==> src/hw/rtl/msfd_pkg.sv <==
// Shared constants and types for the motor status frame deframer.
`default_nettype none

package msfd_pkg;

   localparam logic [7:0] HDR_A   = 8'hFA;
   localparam logic [7:0] HDR_B   = 8'hFD;
   localparam logic [7:0] TRAILER = 8'hFB;
   localparam logic [7:0] MIN_LEN = 8'd7;

   // Offset of the first data byte counted from the first header byte.
   localparam logic [7:0] DATA_START = 8'd5;
   // Byte count after the length byte (two header bytes plus length).
   localparam logic [7:0] BODY_START = 8'd3;

   localparam int MAX_MOTORS_DEF = 8;
   localparam int STAGE_DEPTH    = 8;
   localparam int STAGE_AW       = 3;
   localparam int BANK_COUNT     = 2;
   localparam int QUEUE_DEPTH    = 2;

   // One finished frame handed from the parser to the emitter.
   typedef struct packed {
      logic       cok;
      logic       fok;
      logic [3:0] n;
      logic       bank;
   } desc_type;

   // Read address into the staging banks.
   typedef struct packed {
      logic                bank;
      logic [STAGE_AW-1:0] idx;
   } stage_rd_type;

endpackage

`default_nettype wire

==> src/hw/rtl/msfd_if.sv <==
// Valid/ready channel interfaces for received bytes and frame results.
`default_nettype none

interface msfd_req_if;
   logic       valid;
   logic       ready;
   logic [7:0] rx_byte;

   modport source (output valid, output rx_byte, input ready);
   modport sink   (input valid, input rx_byte, output ready);
endinterface

interface msfd_rsp_if;
   logic       valid;
   logic       ready;
   logic [2:0] motor_index;
   logic [7:0] position;
   logic [7:0] motor_state;
   logic       checksum_ok;
   logic       frame_ok;
   logic       last;

   modport source (output valid, output motor_index, output position, output motor_state,
                   output checksum_ok, output frame_ok, output last, input ready);
   modport sink   (input valid, input motor_index, input position, input motor_state,
                   input checksum_ok, input frame_ok, input last, output ready);
endinterface

`default_nettype wire

==> src/hw/rtl/motor_status_frame_deframer_unit.sv <==
// Top level of the motor status frame deframer: parser, descriptor queue, emitter.
//
//   channel  dir  handshake          beat
//   req_bus  in   valid/ready        rx_byte
//   rsp_bus  out  valid/ready        motor_index, position, motor_state,
//                                    checksum_ok, frame_ok, last
//   csr_*    in   csr_we             csr_wdata = commit_on_bad_checksum
//
// The parser takes one byte per cycle unless req_bus stalls. A frame's results leave
// the output register one per cycle unless rsp_bus stalls: one per pair, or a lone one for an error or empty frame.
// req_bus stalls only while two finished frames wait in the two-entry descriptor
// queue, since each good frame with pairs holds one of the two staging banks until emitted.
// Reset is synchronous; it clears control state and the motor table.
`default_nettype none

module motor_status_frame_deframer_unit #(
   parameter int MAX_MOTORS = msfd_pkg::MAX_MOTORS_DEF
) (
   input  logic       clock,
   input  logic       reset,
   msfd_req_if.sink   req_bus,
   msfd_rsp_if.source rsp_bus,
   input  logic       csr_we,
   input  logic       csr_wdata
);

   localparam int PAIR_LIMIT = (MAX_MOTORS < msfd_pkg::STAGE_DEPTH) ?
                               MAX_MOTORS : msfd_pkg::STAGE_DEPTH;

   logic                   commit_bad_ff;
   logic                   q_push;
   logic                   q_full;
   logic                   q_pop;
   logic                   q_head_valid;
   msfd_pkg::desc_type     q_desc;
   msfd_pkg::desc_type     q_head;
   msfd_pkg::stage_rd_type stage_rd;
   logic [15:0]            stage_rdata;

   always_ff @(posedge clock) begin
      if (reset) begin
         commit_bad_ff <= 1'b1;
      end else if (csr_we) begin
         commit_bad_ff <= csr_wdata;
      end
   end

   msfd_front #(.MAX_MOTORS(MAX_MOTORS)) u_front (
      .clock       (clock),
      .reset       (reset),
      .req_bus     (req_bus),
      .q_full      (q_full),
      .q_push      (q_push),
      .q_desc      (q_desc),
      .stage_rd    (stage_rd),
      .stage_rdata (stage_rdata)
   );

   msfd_queue u_queue (
      .clock      (clock),
      .reset      (reset),
      .push       (q_push),
      .push_data  (q_desc),
      .full       (q_full),
      .pop        (q_pop),
      .head_valid (q_head_valid),
      .head       (q_head)
   );

   msfd_back #(.MAX_MOTORS(MAX_MOTORS)) u_back (
      .clock       (clock),
      .reset       (reset),
      .commit_bad  (commit_bad_ff),
      .head_valid  (q_head_valid),
      .head        (q_head),
      .pop         (q_pop),
      .stage_rd    (stage_rd),
      .stage_rdata (stage_rdata),
      .rsp_bus     (rsp_bus)
   );

   // A descriptor is never pushed into a full queue.
   a_no_overflow: assert property (@(posedge clock) disable iff (reset)
      q_push |-> !q_full)
      else $error("descriptor pushed into full queue");

   // Error results stand alone and carry no pair.
   a_error_alone: assert property (@(posedge clock) disable iff (reset)
      (rsp_bus.valid && !rsp_bus.frame_ok) |->
         (rsp_bus.last && rsp_bus.motor_index == 3'd0 && rsp_bus.position == 8'd0))
      else $error("error result not a lone zeroed beat");

   // Pair numbers stay within the staged pair limit.
   a_index_range: assert property (@(posedge clock) disable iff (reset)
      rsp_bus.valid |-> ({1'b0, rsp_bus.motor_index} < 4'(PAIR_LIMIT)))
      else $error("motor index beyond pair limit");

endmodule

`default_nettype wire

==> src/hw/rtl/msfd_front.sv <==
// Byte parser: header hunt, length, body staging, checksum and trailer check.
`default_nettype none

module msfd_front #(
   parameter int MAX_MOTORS = msfd_pkg::MAX_MOTORS_DEF
) (
   input  logic                   clock,
   input  logic                   reset,
   msfd_req_if.sink               req_bus,
   input  logic                   q_full,
   output logic                   q_push,
   output msfd_pkg::desc_type     q_desc,
   input  msfd_pkg::stage_rd_type stage_rd,
   output logic [15:0]            stage_rdata
);

   localparam int PAIR_LIMIT = (MAX_MOTORS < msfd_pkg::STAGE_DEPTH) ?
                               MAX_MOTORS : msfd_pkg::STAGE_DEPTH;

   typedef enum logic [2:0] {
      PH_HUNT1,
      PH_HUNT2,
      PH_LEN,
      PH_BODY,
      PH_CHK,
      PH_TRAIL
   } phase_type;

   phase_type  phase_ff, phase_in;
   logic [7:0] count_ff, count_in;
   logic [7:0] len_ff, len_in;
   logic [7:0] sum_ff, sum_in;
   logic [3:0] pairs_ff, pairs_in;
   logic       bank_ff, bank_in;

   logic [7:0] stage_hi_ff [msfd_pkg::BANK_COUNT][msfd_pkg::STAGE_DEPTH];
   logic [7:0] stage_lo_ff [msfd_pkg::BANK_COUNT][msfd_pkg::STAGE_DEPTH];

   logic                          accept;
   logic [7:0]                    rx;
   logic [7:0]                    data_off;
   logic [6:0]                    pair_k;
   logic                          stage_we;
   logic                          stage_hi;
   logic [msfd_pkg::STAGE_AW-1:0] stage_k;

   // Hold off new bytes while the descriptor queue is full; both staging banks may then belong to the emitter.
   assign req_bus.ready = !q_full;
   assign accept        = req_bus.valid && req_bus.ready;
   assign rx            = req_bus.rx_byte;
   assign data_off      = count_ff - msfd_pkg::DATA_START;
   assign pair_k        = data_off[7:1];
   assign stage_k       = pair_k[msfd_pkg::STAGE_AW-1:0];

   always_comb begin
      phase_in = phase_ff;
      count_in = count_ff;
      len_in   = len_ff;
      sum_in   = sum_ff;
      pairs_in = pairs_ff;
      bank_in  = bank_ff;
      q_push   = 1'b0;
      q_desc   = '0;
      stage_we = 1'b0;
      stage_hi = 1'b0;
      if (accept) begin
         case (phase_ff)
            PH_HUNT1: begin
               if (rx == msfd_pkg::HDR_A) phase_in = PH_HUNT2;
            end
            PH_HUNT2: begin
               if (rx == msfd_pkg::HDR_B) phase_in = PH_LEN;
               else if (rx != msfd_pkg::HDR_A) phase_in = PH_HUNT1;
            end
            PH_LEN: begin
               if (rx < msfd_pkg::MIN_LEN) begin
                  q_push   = 1'b1;
                  phase_in = PH_HUNT1;
               end else begin
                  len_in   = rx;
                  sum_in   = rx;
                  count_in = msfd_pkg::BODY_START;
                  pairs_in = '0;
                  phase_in = PH_BODY;
               end
            end
            PH_BODY: begin
               sum_in = sum_ff + rx;
               if (count_ff >= msfd_pkg::DATA_START && pair_k < 7'(PAIR_LIMIT)) begin
                  stage_we = 1'b1;
                  stage_hi = !data_off[0];
                  if (data_off[0]) pairs_in = {1'b0, stage_k} + 4'd1;
               end
               count_in = count_ff + 8'd1;
               if (count_in >= len_ff - 8'd2) phase_in = PH_CHK;
            end
            PH_CHK: begin
               sum_in   = sum_ff - rx;
               phase_in = PH_TRAIL;
            end
            PH_TRAIL: begin
               q_push      = 1'b1;
               q_desc.cok  = (sum_ff == 8'd0);
               q_desc.bank = bank_ff;
               if (rx == msfd_pkg::TRAILER) begin
                  q_desc.fok = 1'b1;
                  q_desc.n   = pairs_ff;
                  // Hand the bank over only when it carries pairs.
                  if (pairs_ff != 4'd0) bank_in = !bank_ff;
               end
               phase_in = PH_HUNT1;
            end
            default: begin
               phase_in = PH_HUNT1;
            end
         endcase
      end
   end

   always_ff @(posedge clock) begin
      if (reset) begin
         phase_ff <= PH_HUNT1;
         count_ff <= '0;
         len_ff   <= '0;
         sum_ff   <= '0;
         pairs_ff <= '0;
         bank_ff  <= 1'b0;
      end else begin
         phase_ff <= phase_in;
         count_ff <= count_in;
         len_ff   <= len_in;
         sum_ff   <= sum_in;
         pairs_ff <= pairs_in;
         bank_ff  <= bank_in;
      end
   end

   always_ff @(posedge clock) begin
      if (stage_we) begin
         if (stage_hi) stage_hi_ff[bank_ff][stage_k] <= rx;
         else          stage_lo_ff[bank_ff][stage_k] <= rx;
      end
   end

   assign stage_rdata = {stage_hi_ff[stage_rd.bank][stage_rd.idx],
                         stage_lo_ff[stage_rd.bank][stage_rd.idx]};

endmodule

`default_nettype wire

==> src/hw/rtl/msfd_queue.sv <==
// Two-entry queue of finished frame descriptors between parser and emitter.
`default_nettype none

module msfd_queue (
   input  logic               clock,
   input  logic               reset,
   input  logic               push,
   input  msfd_pkg::desc_type push_data,
   output logic               full,
   input  logic               pop,
   output logic               head_valid,
   output msfd_pkg::desc_type head
);

   localparam int PTR_W = (msfd_pkg::QUEUE_DEPTH > 1) ? $clog2(msfd_pkg::QUEUE_DEPTH) : 1;
   localparam int CNT_W = $clog2(msfd_pkg::QUEUE_DEPTH + 1);

   msfd_pkg::desc_type entry_ff [msfd_pkg::QUEUE_DEPTH];
   logic [PTR_W-1:0]   wr_ptr_ff, wr_ptr_in;
   logic [PTR_W-1:0]   rd_ptr_ff, rd_ptr_in;
   logic [CNT_W-1:0]   cnt_ff, cnt_in;
   logic               do_push;
   logic               do_pop;

   assign full       = (cnt_ff == CNT_W'(msfd_pkg::QUEUE_DEPTH));
   assign head_valid = (cnt_ff != '0);
   assign head       = entry_ff[rd_ptr_ff];
   assign do_push    = push && !full;
   assign do_pop     = pop && head_valid;

   always_comb begin
      wr_ptr_in = wr_ptr_ff;
      rd_ptr_in = rd_ptr_ff;
      cnt_in    = cnt_ff;
      if (do_push) begin
         wr_ptr_in = (wr_ptr_ff == PTR_W'(msfd_pkg::QUEUE_DEPTH - 1)) ? '0 : wr_ptr_ff + 1'b1;
      end
      if (do_pop) begin
         rd_ptr_in = (rd_ptr_ff == PTR_W'(msfd_pkg::QUEUE_DEPTH - 1)) ? '0 : rd_ptr_ff + 1'b1;
      end
      case ({do_push, do_pop})
         2'b10:   cnt_in = cnt_ff + 1'b1;
         2'b01:   cnt_in = cnt_ff - 1'b1;
         default: cnt_in = cnt_ff;
      endcase
   end

   always_ff @(posedge clock) begin
      if (reset) begin
         wr_ptr_ff <= '0;
         rd_ptr_ff <= '0;
         cnt_ff    <= '0;
      end else begin
         wr_ptr_ff <= wr_ptr_in;
         rd_ptr_ff <= rd_ptr_in;
         cnt_ff    <= cnt_in;
      end
   end

   always_ff @(posedge clock) begin
      if (do_push) entry_ff[wr_ptr_ff] <= push_data;
   end

endmodule

`default_nettype wire

==> src/hw/rtl/msfd_back.sv <==
// Result emitter: walks staged pairs, commits them if allowed, drives rsp.
`default_nettype none

module msfd_back #(
   parameter int MAX_MOTORS = msfd_pkg::MAX_MOTORS_DEF
) (
   input  logic                   clock,
   input  logic                   reset,
   input  logic                   commit_bad,
   input  logic                   head_valid,
   input  msfd_pkg::desc_type     head,
   output logic                   pop,
   output msfd_pkg::stage_rd_type stage_rd,
   input  logic [15:0]            stage_rdata,
   msfd_rsp_if.source             rsp_bus
);

   localparam int PAIR_LIMIT = (MAX_MOTORS < msfd_pkg::STAGE_DEPTH) ?
                               MAX_MOTORS : msfd_pkg::STAGE_DEPTH;
   localparam int TBL_AW     = (PAIR_LIMIT > 1) ? $clog2(PAIR_LIMIT) : 1;

   logic [msfd_pkg::STAGE_AW-1:0] cnt_ff, cnt_in;
   logic                          valid_ff, valid_in;
   logic [2:0]                    index_ff;
   logic [7:0]                    pos_ff;
   logic [7:0]                    state_ff;
   logic                          cok_ff;
   logic                          fok_ff;
   logic                          last_ff;
   logic [15:0]                   motor_tbl_ff [PAIR_LIMIT];

   logic load;
   logic is_pair;
   logic last_pair;
   logic commit;

   assign load      = head_valid && (!valid_ff || rsp_bus.ready);
   assign is_pair   = head.fok && (head.n != 4'd0);
   assign last_pair = (({1'b0, cnt_ff} + 4'd1) == head.n);
   assign pop       = load && (!is_pair || last_pair);
   assign commit    = load && is_pair && (head.cok || commit_bad);

   assign stage_rd.bank = head.bank;
   assign stage_rd.idx  = cnt_ff;

   always_comb begin
      cnt_in   = cnt_ff;
      valid_in = valid_ff;
      if (load) begin
         valid_in = 1'b1;
         cnt_in   = pop ? '0 : cnt_ff + 1'b1;
      end else if (rsp_bus.ready) begin
         valid_in = 1'b0;
      end
   end

   always_ff @(posedge clock) begin
      if (reset) begin
         cnt_ff   <= '0;
         valid_ff <= 1'b0;
      end else begin
         cnt_ff   <= cnt_in;
         valid_ff <= valid_in;
      end
   end

   // Error and empty frames carry zeroed pair fields.
   always_ff @(posedge clock) begin
      if (load) begin
         cok_ff <= head.cok;
         fok_ff <= head.fok;
         if (is_pair) begin
            index_ff <= cnt_ff;
            pos_ff   <= stage_rdata[15:8];
            state_ff <= stage_rdata[7:0];
            last_ff  <= last_pair;
         end else begin
            index_ff <= '0;
            pos_ff   <= '0;
            state_ff <= '0;
            last_ff  <= 1'b1;
         end
      end
   end

   always_ff @(posedge clock) begin
      if (reset) begin
         for (int i = 0; i < PAIR_LIMIT; i++) motor_tbl_ff[i] <= '0;
      end else if (commit) begin
         motor_tbl_ff[cnt_ff[TBL_AW-1:0]] <= stage_rdata;
      end
   end

   assign rsp_bus.valid       = valid_ff;
   assign rsp_bus.motor_index = index_ff;
   assign rsp_bus.position    = pos_ff;
   assign rsp_bus.motor_state = state_ff;
   assign rsp_bus.checksum_ok = cok_ff;
   assign rsp_bus.frame_ok    = fok_ff;
   assign rsp_bus.last        = last_ff;

endmodule

`default_nettype wire
==> src/flat_wrapper.sv <==
// flat-port wrapper written by rule: the top's interface ports become plain ports
module motor_status_frame_deframer_unit_flat 
#(
   parameter int MAX_MOTORS = msfd_pkg::MAX_MOTORS_DEF
)
  (clock, reset, csr_we, csr_wdata, req_bus_valid, req_bus_rx_byte, req_bus_ready, rsp_bus_valid, rsp_bus_motor_index, rsp_bus_position, rsp_bus_motor_state, rsp_bus_checksum_ok, rsp_bus_frame_ok, rsp_bus_last, rsp_bus_ready);
  msfd_req_if req_bus_i ();
  msfd_rsp_if rsp_bus_i ();
  input  logic clock;
  input  logic reset;
  input  logic csr_we;
  input  logic csr_wdata;
  input wire logic [$bits(req_bus_i.valid)-1:0] req_bus_valid;
  input wire logic [$bits(req_bus_i.rx_byte)-1:0] req_bus_rx_byte;
  output wire logic [$bits(req_bus_i.ready)-1:0] req_bus_ready;
  output wire logic [$bits(rsp_bus_i.valid)-1:0] rsp_bus_valid;
  output wire logic [$bits(rsp_bus_i.motor_index)-1:0] rsp_bus_motor_index;
  output wire logic [$bits(rsp_bus_i.position)-1:0] rsp_bus_position;
  output wire logic [$bits(rsp_bus_i.motor_state)-1:0] rsp_bus_motor_state;
  output wire logic [$bits(rsp_bus_i.checksum_ok)-1:0] rsp_bus_checksum_ok;
  output wire logic [$bits(rsp_bus_i.frame_ok)-1:0] rsp_bus_frame_ok;
  output wire logic [$bits(rsp_bus_i.last)-1:0] rsp_bus_last;
  input wire logic [$bits(rsp_bus_i.ready)-1:0] rsp_bus_ready;
  assign req_bus_i.valid = req_bus_valid;
  assign req_bus_i.rx_byte = req_bus_rx_byte;
  assign req_bus_ready = req_bus_i.ready;
  assign rsp_bus_valid = rsp_bus_i.valid;
  assign rsp_bus_motor_index = rsp_bus_i.motor_index;
  assign rsp_bus_position = rsp_bus_i.position;
  assign rsp_bus_motor_state = rsp_bus_i.motor_state;
  assign rsp_bus_checksum_ok = rsp_bus_i.checksum_ok;
  assign rsp_bus_frame_ok = rsp_bus_i.frame_ok;
  assign rsp_bus_last = rsp_bus_i.last;
  assign rsp_bus_i.ready = rsp_bus_ready;
  motor_status_frame_deframer_unit #(.MAX_MOTORS(MAX_MOTORS)) u_core (.clock(clock), .reset(reset), .req_bus(req_bus_i), .rsp_bus(rsp_bus_i), .csr_we(csr_we), .csr_wdata(csr_wdata));
endmodule
==> config.mk <==
export PLATFORM = sky130hd
export DESIGN_NAME = motor_status_frame_deframer_unit_flat
export DESIGN_NICKNAME = d
export VERILOG_FILES = /design/src/hw/rtl/msfd_pkg.sv /design/src/hw/rtl/msfd_if.sv /design/src/hw/rtl/motor_status_frame_deframer_unit.sv /design/src/hw/rtl/msfd_front.sv /design/src/hw/rtl/msfd_queue.sv /design/src/hw/rtl/msfd_back.sv /design/src/flat_wrapper.sv
export SDC_FILE = /design/constraint.sdc
export NUM_CORES = 1
export LEC_CHECK = 0
export BUFFER_PORTS_ARGS = -buffer_cell sky130_fd_sc_hd__buf_2
export CORE_MARGIN = 5
export CORE_UTILIZATION = 42
export CTS_BUF_LIST = sky130_fd_sc_hd__clkbuf_16
export CTS_CLUSTER_DIAMETER = 150
export DETAILED_ROUTE_END_ITERATION = 6
export PLACE_DENSITY = 0.65
export SLEW_MARGIN = 5
export SYNTH_ARGS = -nofsm -noshare
export SYNTH_HDL_FRONTEND = slang
export SYNTH_SLANG_ARGS = --single-unit
==> constraint.sdc <==
create_clock -name clock -period 3.7 [get_ports clock]
set_input_delay 0.555 -clock clock [delete_from_list [all_inputs] [get_ports clock]]
set_output_delay 0.555 -clock clock [all_outputs]
set_load 0.005 [all_outputs]
== After elaboration in Yosys (flattened, before gate mapping) ==
Memories as Yosys holds them, arrays and structs flattened. A register that Yosys moved wholly into a read port is not among the register bits.
Index checks and enable logic that the tools add are counted.
W data, S select, Z words.

* Add/subtract/negate cells: 12
* Order comparisons: 7
* Equality and inequality tests: 19
* Mux-type cells: 50
* Bitwise operators: 3
* Reductions and logical operators: 30

{| class="wikitable"
|+ Operators by type and width
! kind !! count
|-
| $mux W64 || 2
|-
| $mux W8 || 7
|-
| $bmux W8 S3 || 2
|-
| $demux W8 S3 || 1
|-
| $eq A8 B8 Y1 const B || 3
|-
| $pmux W8 S3 || 1
|-
| $mux W1 || 20
|-
| $pmux W8 S2 || 1
|-
| $mux W3 || 5
|-
| $pmux W3 S5 || 1
|-
| $mux W7 || 2
|-
| $mux W4 || 3
|-
| $ne A2 B2 Y1 const B || 5
|-
| $reduce_and A3 Y1 || 3
|-
| $add A3 B1 Y4 const B || 2
|-
| $add A8 B1 Y8 const B || 1
|-
| $add A8 B8 Y8 || 1
|-
| $ge A4 B4 Y1 const B || 2
|-
| $ge A8 B3 Y1 const B || 1
|-
| $ge A8 B8 Y1 || 1
|-
| $logic_and A1 B1 Y1 || 8
|-
| $logic_not A8 Y1 || 1
|-
| $lt A8 B3 Y1 const B || 1
|-
| $ne A8 B8 Y1 const B || 1
|-
| other kinds (31) || 46
|}

* Bits in registers: 62
* Memory bits (writable): 270
* Output and inout bits: 24
* Word-level logic and storage cells: 141
* Memories: 3

{| class="wikitable"
|+ Memories
! memory !! words !! width !! read ports !! clocked after Yosys merged registers in !! write ports !! line !! source
|-
| u_core.u_front.stage_hi_ff || 2 || 64 || 1 || 0 || 1 || msfd_front.sv:36 || <nowiki>logic [7:0] stage_hi_ff [msfd_pkg::BANK_COUNT][msfd_pkg::STAGE_DEPTH];</nowiki>
|-
| u_core.u_front.stage_lo_ff || 2 || 64 || 1 || 0 || 1 || msfd_front.sv:37 || <nowiki>logic [7:0] stage_lo_ff [msfd_pkg::BANK_COUNT][msfd_pkg::STAGE_DEPTH];</nowiki>
|-
| u_core.u_queue.entry_ff || 2 || 7 || 1 || 1 || 1 || msfd_queue.sv:18 || <nowiki>msfd_pkg::desc_type entry_ff [msfd_pkg::QUEUE_DEPTH];</nowiki>
|}

== Logic depth before layout (Yosys ltp) ==
Gate-level depths: netlist of run 1.

* Word-level depth: 9
* Mapped depth: 12

== Hierarchy ==
A second synthesis of run 1 with hierarchy kept.

* Cells, all modules: 841
* Area, all modules: 14141.1 sq um

{| class="wikitable"
|+ By module, submodules not included
! module !! times used !! cells an instance !! area an instance (sq um)
|-
| msfd_front || 1 || 711 || 12283.0
|-
| msfd_back || 1 || 79 || 1093.5
|-
| msfd_queue || 1 || 48 || 729.4
|-
| motor_status_frame_deframer_unit || 1 || 3 || 35.0
|}

== Worst setup path after synthesis of run 1 ==
Ideal clock, no wire load.

* Path kind: flip-flop to flip-flop
* From: register u_core.u_front.count_ff[0]
* To: memory u_core.u_front.stage_hi_ff[0][0] (netlist bit), enable pin
* Setup time: 395 ps
* Arrival: 2425 ps
* Required time: 3305 ps
* Setup slack: 881 ps
* Cell stages (with the launch flop): 9
* Buffers on the path: 1
* Clock period less this slack: 2819 ps
* Cells stage by stage: dfxtp_1 -> buf_2 -> inv_1 -> ha_1 -> nor2b_1 -> a211o_1 -> and4b_1 -> nand3_1 -> nor4_1

* Word-level cells in the longest chain between the ends: 9
* Elaborated cells on any way between the ends: 20
* Those cells by class: add/sub (1); order compare (4); mux (11); bitwise (1); reduce/logical (3)

{| class="wikitable"
|+ RTL lines
! what !! line !! source
|-
| start, declared || msfd_front.sv:30 || <nowiki>logic [7:0] count_ff, count_in;</nowiki>
|-
| start signal, assigned || msfd_front.sv:130 || <nowiki>count_ff <= count_in;</nowiki>
|-
| $sub A8 B3 Y8 || msfd_front.sv:51 || <nowiki>assign data_off = count_ff - msfd_pkg::DATA_START;</nowiki>
|-
| $lt A7 B4 Y1 || msfd_front.sv:89 || <nowiki>if (count_ff >= msfd_pkg::DATA_START && pair_k < 7'(PAIR_LIMIT)) begin</nowiki>
|-
| $logic_and A1 B1 Y1 || msfd_front.sv:89 ||
|-
| $mux W1 || msfd_front.sv:89 ||
|-
| $mux W1 || msfd_front.sv:67 || <nowiki>case (phase_ff)</nowiki>
|-
| $mux W1 || msfd_front.sv:66 || <nowiki>if (accept) begin</nowiki>
|-
| $mux W1 || msfd_front.sv:140 || <nowiki>if (stage_hi) stage_hi_ff[bank_ff][stage_k] <= rx;</nowiki>
|-
| $mux W1 || msfd_front.sv:139 || <nowiki>if (stage_we) begin</nowiki>
|-
| $mux W64 (implied by the code) * || msfd_front.sv:140 ||
|-
| end, declared || msfd_front.sv:36 ||
|}

Every way passes the cells marked *; elsewhere a longest branch is shown, timed or not.

== Final worst setup path of run 1 ==
* From: register u_core.u_front.count_ff[0]
* To: register u_core.u_front.phase_ff[1]

* Word-level cells in the longest chain between the ends: 4

{| class="wikitable"
|+ RTL lines
! what !! line !! source
|-
| $add A8 B1 Y8 || msfd_front.sv:94 || <nowiki>count_in = count_ff + 8'd1;</nowiki>
|-
| $ge A8 B8 Y1 || msfd_front.sv:95 || <nowiki>if (count_in >= len_ff - 8'd2) phase_in = PH_CHK;</nowiki>
|-
| $ne A2 B2 Y1 (no line) || n/a ||
|-
| $reduce_and A4 Y1 (no line) || n/a ||
|-
| end signal, assigned || msfd_front.sv:129 || <nowiki>phase_ff <= phase_in;</nowiki>
|-
| end, declared || msfd_front.sv:29 || <nowiki>phase_type phase_ff, phase_in;</nowiki>
|}

No other way between the ends.
A chain may end at the register's enable or synchronous reset.

==> results of run 1 <==
stage by stage:
stage                     std cells  hold slack, ns
after floorplan                 860           0.446
after global placement         1347           0.469
after detailed placement       1347           0.477
after CTS                      1409           0.326
after global routing           1409           0.353
final                          1409           0.338
logic make-up (layout without fill, tap and decap cells):
logic type,after synthesis,after routing,synth area share (%)
buffers and inverters,58,159,1.76
xor gates and xnor gates,37,37,2.29
adders and majority gates,26,26,2.36
AOI/OAI and AO/OA,94,94,4.23
DFF,333,333,67.9
muxes,122,122,14.4
and+or+nand+nor,190,190,7.15
worst max-delay path: stages, from the launching register on:
cell,delay (ns)
dfxtp_1,0.58
inv_1,0.14
ha_1,0.68
ha_1,0.34
a211oi_1,0.20
o21bai_1,0.13
a2111oi_2,0.59
or4_1,0.21
nand2_1,0.05
layout make-up:
cell class	count	share of cell area, %
clock inverters	27	1.60
inverters	16	0.370
clock buffers	35	5.40
well taps	448	3.46
flip-flops and latches	333	59.1
multi-input cells	469	26.6
repair buffers	81	3.44
power by group through the flow:
stage	registers, W	logic (W)	clock network (W)
after floorplan	0.00415	0.0000528	0
after global placement	0.00415	0.000123	0
after detailed placement	0.00415	0.000128	0
after CTS	0.00407	0.000128	0.00349
after global routing	0.00407	0.000141	0.00366
final	0.00407	0.000127	0.00342
cell usage in the layout (no fill, tap or decap), types with 9 or more instances in the layout:
cell type / Yosys / routed
edfxtp_1: 292 / 292
mux4_2: 64 / 64
nor2_1: 59 / 59
mux2i_1: 55 / 55
buf_4: 1 / 43
dfxtp_1: 41 / 39
clkbuf_16: 0 / 35
buf_2: 22 / 35
xnor2_1: 25 / 25
a21oi_1: 25 / 25
ha_1: 25 / 25
nand2_1: 24 / 24
inv_1: 15 / 23
nor3_1: 18 / 18
nand3_1: 16 / 16
o22ai_1: 16 / 16
xor2_1: 12 / 12
nand2b_1: 11 / 11
o21ai_1: 9 / 9
and2_1: 9 / 9
registers in the layout, indices dropped and copies added (netlist names), 4 cells and up, named ones only:
register	count
u_core.u_front.stage_lo_ff	128
u_core.u_front.count_ff	8
u_core.u_front.len_ff	8
u_core.u_back.rsp_bus.motor_state	8
u_core.u_front.stage_hi_ff	128
u_core.u_back.rsp_bus.position	8
u_core.u_front.sum_ff	8
u_core.u_queue.entry_ff	14
u_core.u_front.pairs_ff	4
cell usage after synthesis (3+ instances only):
library cell,number
or4_1,3
o21ai_0,7
o21ai_1,9
dfxtp_1,41
xor2_1,12
nor4_1,8
inv_1,15
or3_1,6
a211oi_1,6
o22ai_1,16
nand2_1,24
ha_1,25
o31ai_1,3
mux2i_1,55
edfxtp_1,292
a31oi_1,3
buf_2,22
nand3b_1,3
buf_1,4
and3_1,6
mux4_2,64
nand2b_1,11
nor2_1,59
nor3_1,18
a21oi_1,25
o211ai_1,4
a21o_1,4
and2_1,9
xnor2_1,25
nand3_1,16
nor2b_1,6
clkbuf_1,15
final timing paths:
| check | slack [ns] | from | end | cells after the start |
|---|---|---|---|---|
| setup reg to reg | 0.66 | u_core.u_front.count_ff[0] | u_core.u_front.phase_ff[1] | 8 |
| setup / recovery | 0.66 | u_core.u_front.count_ff[0] | u_core.u_front.phase_ff[1] | 8 |
| hold / removal | 0.34 | rsp_bus_ready | u_core.u_back.rsp_bus.valid | 3 |
| hold reg to reg | 0.48 | u_core.u_front.pairs_ff[3] | u_core.u_front.pairs_ff[3] | 2 |
layer usage:
metal  track usage [%]  vias to the layer above  part of all wire [%]
met5                 0                        -                 0.024
met4              3.23                        2                   1.6
met3              3.03                       42                   4.1
met2              25.8                      135                    49
met1              21.3                     3944                    45
li1                  -                     3528                     -
==> flow_metrics.py, run 1 <==
metrics = {
    "run_status": {
        "status": "completed",
    },
    "yosys": {
        "syn_nets": 900,
        "synth-seq-cells": 333,
        "syn_area_sq_um": 14100,
        "synth_flop_cell": "edfxtp_1",
        "synth.largest_area_cell": "edfxtp_1",
        "synth_edf_count": 292,
        "yosysWarnings": 0,
        "yosysSeqAreaShare_pct": 67.9,
        "synth_top_area_share_pct": 62.1,
        "syn_area_per_cell_sq_um": 16.4,
        "ys_top_cells_by_area": "edfxtp_1, mux4_2, dfxtp_1",
        "synth_cells": 860,
        "netlist-cell-type-count": 66,
        "async_reset_ff_share_pct": 0,
    },
    "critical_path": {
        "required_ns": 4.11,
        "critPathKind": "flop to flop",
        "crit_path_end_kind": "flop",
        "cp-start-kind": "flop",
        "path_max_fanout": 15,
        "arrival_ns": 3.45,
    },
    "clocking": {
        "cts_max_path_buffers": 3,
        "cts.repair.resized": 0,
        "clock-root-buffer": "clkbuf_16",
        "cts_buffers": 35,
        "cts_setup_buffers": 0,
        "htreeDepth": 2,
        "cts_sinks": 333,
        "clkSlewWorstSetupHoldPaths_ns": 0.06,
        "insertion_delay_ns": 0.52,
        "holdBufCountCts": 0,
        "cts_tree": "done",
    },
    "place": {
        "post-place-ws_ns": 0.644,
        "portBuffers": 35,
        "place_congestion": 0.809,
        "placed_area_sq_um": 15100,
        "dp_hpwl_mm": 18.5,
    },
    "timing": {
        "timing.final.max_slew_violations": 0,
        "layout_min_cycle_time_ns": 3.04,
        "worst_slew_pin_slew_ns": 1.04,
        "slew_headroom_pct": 30.4,
        "period_share_pct": 82.2,
        "rsz0062_at_grt": "no",
        "tns_ns": 0,
        "fin_skew_ns": 0.0156,
        "hold_viol": 0,
        "fin_ws_ns": 0.657,
        "max_freq_mhz": 329,
        "finalSetupViolations": 0,
    },
    "global_routing": {
        "gr-total-overflow": 0,
        "grt_max_degree": 40,
        "antenna_found_initial": 1,
        "grt_pass1_vias": 7831,
        "grt_pass1_wl_mm": 45.5,
        "grt_use_total_pct": 15.4,
    },
    "pwr": {
        "p_seq_share_pct": 53.5,
        "p_leak_nw": 5.48,
        "intPower_w": 0.00612,
        "ir_worst_vdd_mv": 0.305,
        "comb_power_share_pct": 1.7,
        "clkPwrFrac_pct": 44.9,
        "p_sw_share_pct": 19.6,
        "finalPower_w": 0.00762,
        "power_density_nw_per_um2": 469,
        "p_sw_w": 0.00149,
    },
    "job": {
        "max_cap_violations": 0,
    },
    "route": {
        "wl_per_cell_um": 20.6,
        "vias_per_cell": 5.43,
        "firstDrtPassIters": 5,
        "postRouteAntennaNets": 0,
        "via_count": 7651,
        "drc_errors": 0,
        "routed_wl_mm": 29.1,
        "drt-initial-drc-count": 449,
    },
    "floorplan": {
        "dieWidth_um": 193,
        "pin_count": 38,
        "core_area_sq_um": 33400,
        "start_util_pct": 42.4,
        "fp.dieH_um": 193,
        "die_area_sq_um": 37400,
        "rows": 67,
    },
    "cells_and_area": {
        "drive_above_1_share_pct": 22.2,
        "final_nets": 976,
        "area_growth_pct": 14.8,
        "multi_input_area_sq_um": 4310,
        "fill_cells": 2844,
        "regArea_sq_um": 9590,
        "post-route-util_pct": 48.6,
        "final_cell_area_sq_um": 16200,
        "insertedDiodeCount": 0,
    },
    "min_path": {
        "hp-class": "input port to flop",
    },
}
Note: power is estimated with default switching activity, not from simulation.
==> run 2: changes to the inputs <==
==> constraint.sdc (replaced) <==
create_clock -name clock -period 3 [get_ports clock]
set_input_delay 0.45 -clock clock [delete_from_list [all_inputs] [get_ports clock]]
set_output_delay 0.45 -clock clock [all_outputs]
set_load 0.005 [all_outputs]
==> run 2 against run 1 <==
Global-route usage fell by 0.055 points. Clock skew shrank 0.0037 ns. Flip-flop and latch count did not move. Die area unchanged. Hold slack worse by 0.10 ns. Register-to-register slack lost 0.37 ns. First-iteration DRC count down 1.8%. Non-clock buffer count grew 16. Setup slack worse by 0.37 ns. Design area is 0.24% higher. Sequential power increased by 23%.
==> flow_metrics.py, run 2 (same netlist as run 1, synthesis figures left out) <==
metrics = {
    "run_status": {
        "status": "completed",
    },
    "global_routing": {
        "antenna_found_initial": 0,
        "grt_use_total_pct": 15.4,
        "grt_pass1_wl_mm": 45.2,
        "grt_pass1_vias": 7814,
        "gr-total-overflow": 0,
        "grt_max_degree": 43,
    },
    "min_path": {
        "hp-class": "input port to flop",
    },
    "floorplan": {
        "fp.dieH_um": 193,
        "pin_count": 38,
        "start_util_pct": 42.4,
        "die_area_sq_um": 37400,
        "dieWidth_um": 193,
        "rows": 67,
        "core_area_sq_um": 33400,
    },
    "pwr": {
        "clkPwrFrac_pct": 43.1,
        "ir_worst_vdd_mv": 0.476,
        "p_seq_share_pct": 55.1,
        "comb_power_share_pct": 1.8,
        "power_density_nw_per_um2": 561,
        "p_sw_w": 0.00179,
        "intPower_w": 0.00733,
        "p_leak_nw": 5.53,
        "p_sw_share_pct": 19.6,
    },
    "cells_and_area": {
        "drive_above_1_share_pct": 23.3,
        "post-route-util_pct": 48.7,
        "layout_common_cells": "edfxtp_1, mux4_2, nor2_1, buf_4, mux2i_1",
        "final_common_cell": "edfxtp_1",
        "final-instance-count-excl-fill": 1425,
        "final_nets": 992,
        "top_regs": "u_core.u_front.stage_hi_ff x128, u_core.u_front.stage_lo_ff x128, u_core.u_queue.entry_ff x14",
        "insertedDiodeCount": 0,
        "area_growth_pct": 15.1,
    },
    "clocking": {
        "cts.repair.resized": 0,
        "clkSlewWorstSetupHoldPaths_ns": 0.06,
        "cts_sinks": 333,
        "holdBufCountCts": 0,
        "htreeDepth": 2,
        "insertion_delay_ns": 0.51,
        "cts_max_path_buffers": 3,
        "clock-root-buffer": "clkbuf_16",
        "cts_buffers": 35,
        "cts_setup_buffers": 0,
        "cts_tree": "done",
    },
    "timing": {
        "period_share_pct": 90.4,
        "tns_ns": 0,
        "layout_min_cycle_time_ns": 2.71,
        "hold_viol": 0,
        "slew_headroom_pct": 26.1,
        "max_freq_mhz": 369,
        "rsz0062_at_grt": "no",
        "fin_ws_ns": 0.289,
        "fin_skew_ns": 0.0119,
        "worst_slew_pin_slew_ns": 1.11,
        "timing.final.max_slew_violations": 0,
        "finalSetupViolations": 0,
    },
    "place": {
        "place_congestion": 0.799,
        "portBuffers": 35,
        "post-place-ws_ns": 0.157,
        "dp_hpwl_mm": 18.9,
        "dpl.cell_count": 1363,
    },
    "route": {
        "firstDrtPassIters": 4,
        "via_count": 7752,
        "vias_per_cell": 5.44,
        "drc_errors": 0,
        "routed_wl_mm": 29.2,
        "postRouteAntennaNets": 0,
        "wl_per_cell_um": 20.5,
        "drt-initial-drc-count": 441,
    },
    "critical_path": {
        "cpMostUsedCell": "ha_1",
        "slowest_delay_ns": 0.52,
        "critPathKind": "flop to flop",
        "required_ns": 3.42,
        "critical_path.cell_chain": "ha_1, nand3_1, nor2_1, xor2_1, ha_1, and4_1, a2111oi_2, buf_4, o211ai_1, o31ai_1",
        "crit_path_end_kind": "flop",
        "critical_path_buf_inv_count": 1,
        "path_delay_family": "compound AO/OA/AOI/OAI gates",
        "path_max_fanout": 8,
        "cp-start-kind": "flop",
        "arrival_ns": 3.13,
        "cp_slowest_cell": "dfxtp_1",
    },
    "job": {
        "max_cap_violations": 0,
    },
}
run 2: final cells by class:
type	instances	area, sq um
fillers	2865	17100
repair buffers	97	678
multi-input cells	469	4310
well taps	448	561
inverters	16	60.1
flip-flops and latches	333	9590
clock buffers	36	901
clock inverters	26	153
run 2: final timing paths:
check	slack [ns]	from	end	cells past startpoint
min	0.24	rsp_bus_ready	u_core.u_back.rsp_bus.valid	3
max	0.29	u_core.u_front.count_ff[0]	u_core.u_front.phase_ff[0]	10
min reg2reg	0.49	u_core.u_front.pairs_ff[1]	u_core.u_front.pairs_ff[1]	2
max reg2reg	0.29	u_core.u_front.count_ff[0]	u_core.u_front.phase_ff[0]	10
run 2: stage by stage:
stage	hold WS, ns	area (sq um)	total power, W
2_1_floorplan	0.446	14100	0.00519
3_3_place_gp	0.472	15200	0.00528
3_5_place_dp	0.487	15200	0.00529
4_1_cts	0.217	16300	0.00921
5_1_grt	0.253	16300	0.00942
6_report	0.235	16300	0.00912
run 2: worst min-delay path: stages:
cell and delay (ns):
buf_2 0.07, nand2b_1 0.11, a21oi_1 0.06
run 2: routing by layer:
| layer | routed length, um | part of all wire [%] | track usage [%] |
|---|---|---|---|
| met1 | 12600 | 43 | 20.6 |
| met2 | 14500 | 50 | 26.1 |
| met3 | 1680 | 5.8 | 3.30 |
| met4 | 476 | 1.6 | 3.44 |
| met5 | 0 | 0 | 0 |
run 2: power by group through the flow:
stage               clock network (W)  registers (W)  logic (W)
floorplan                           0        0.00512  0.0000652
global placement                    0        0.00512   0.000164
detailed placement                  0        0.00512   0.000168
CTS                           0.00402        0.00502   0.000168
global route                  0.00422        0.00502   0.000183
finish                        0.00393        0.00502   0.000166
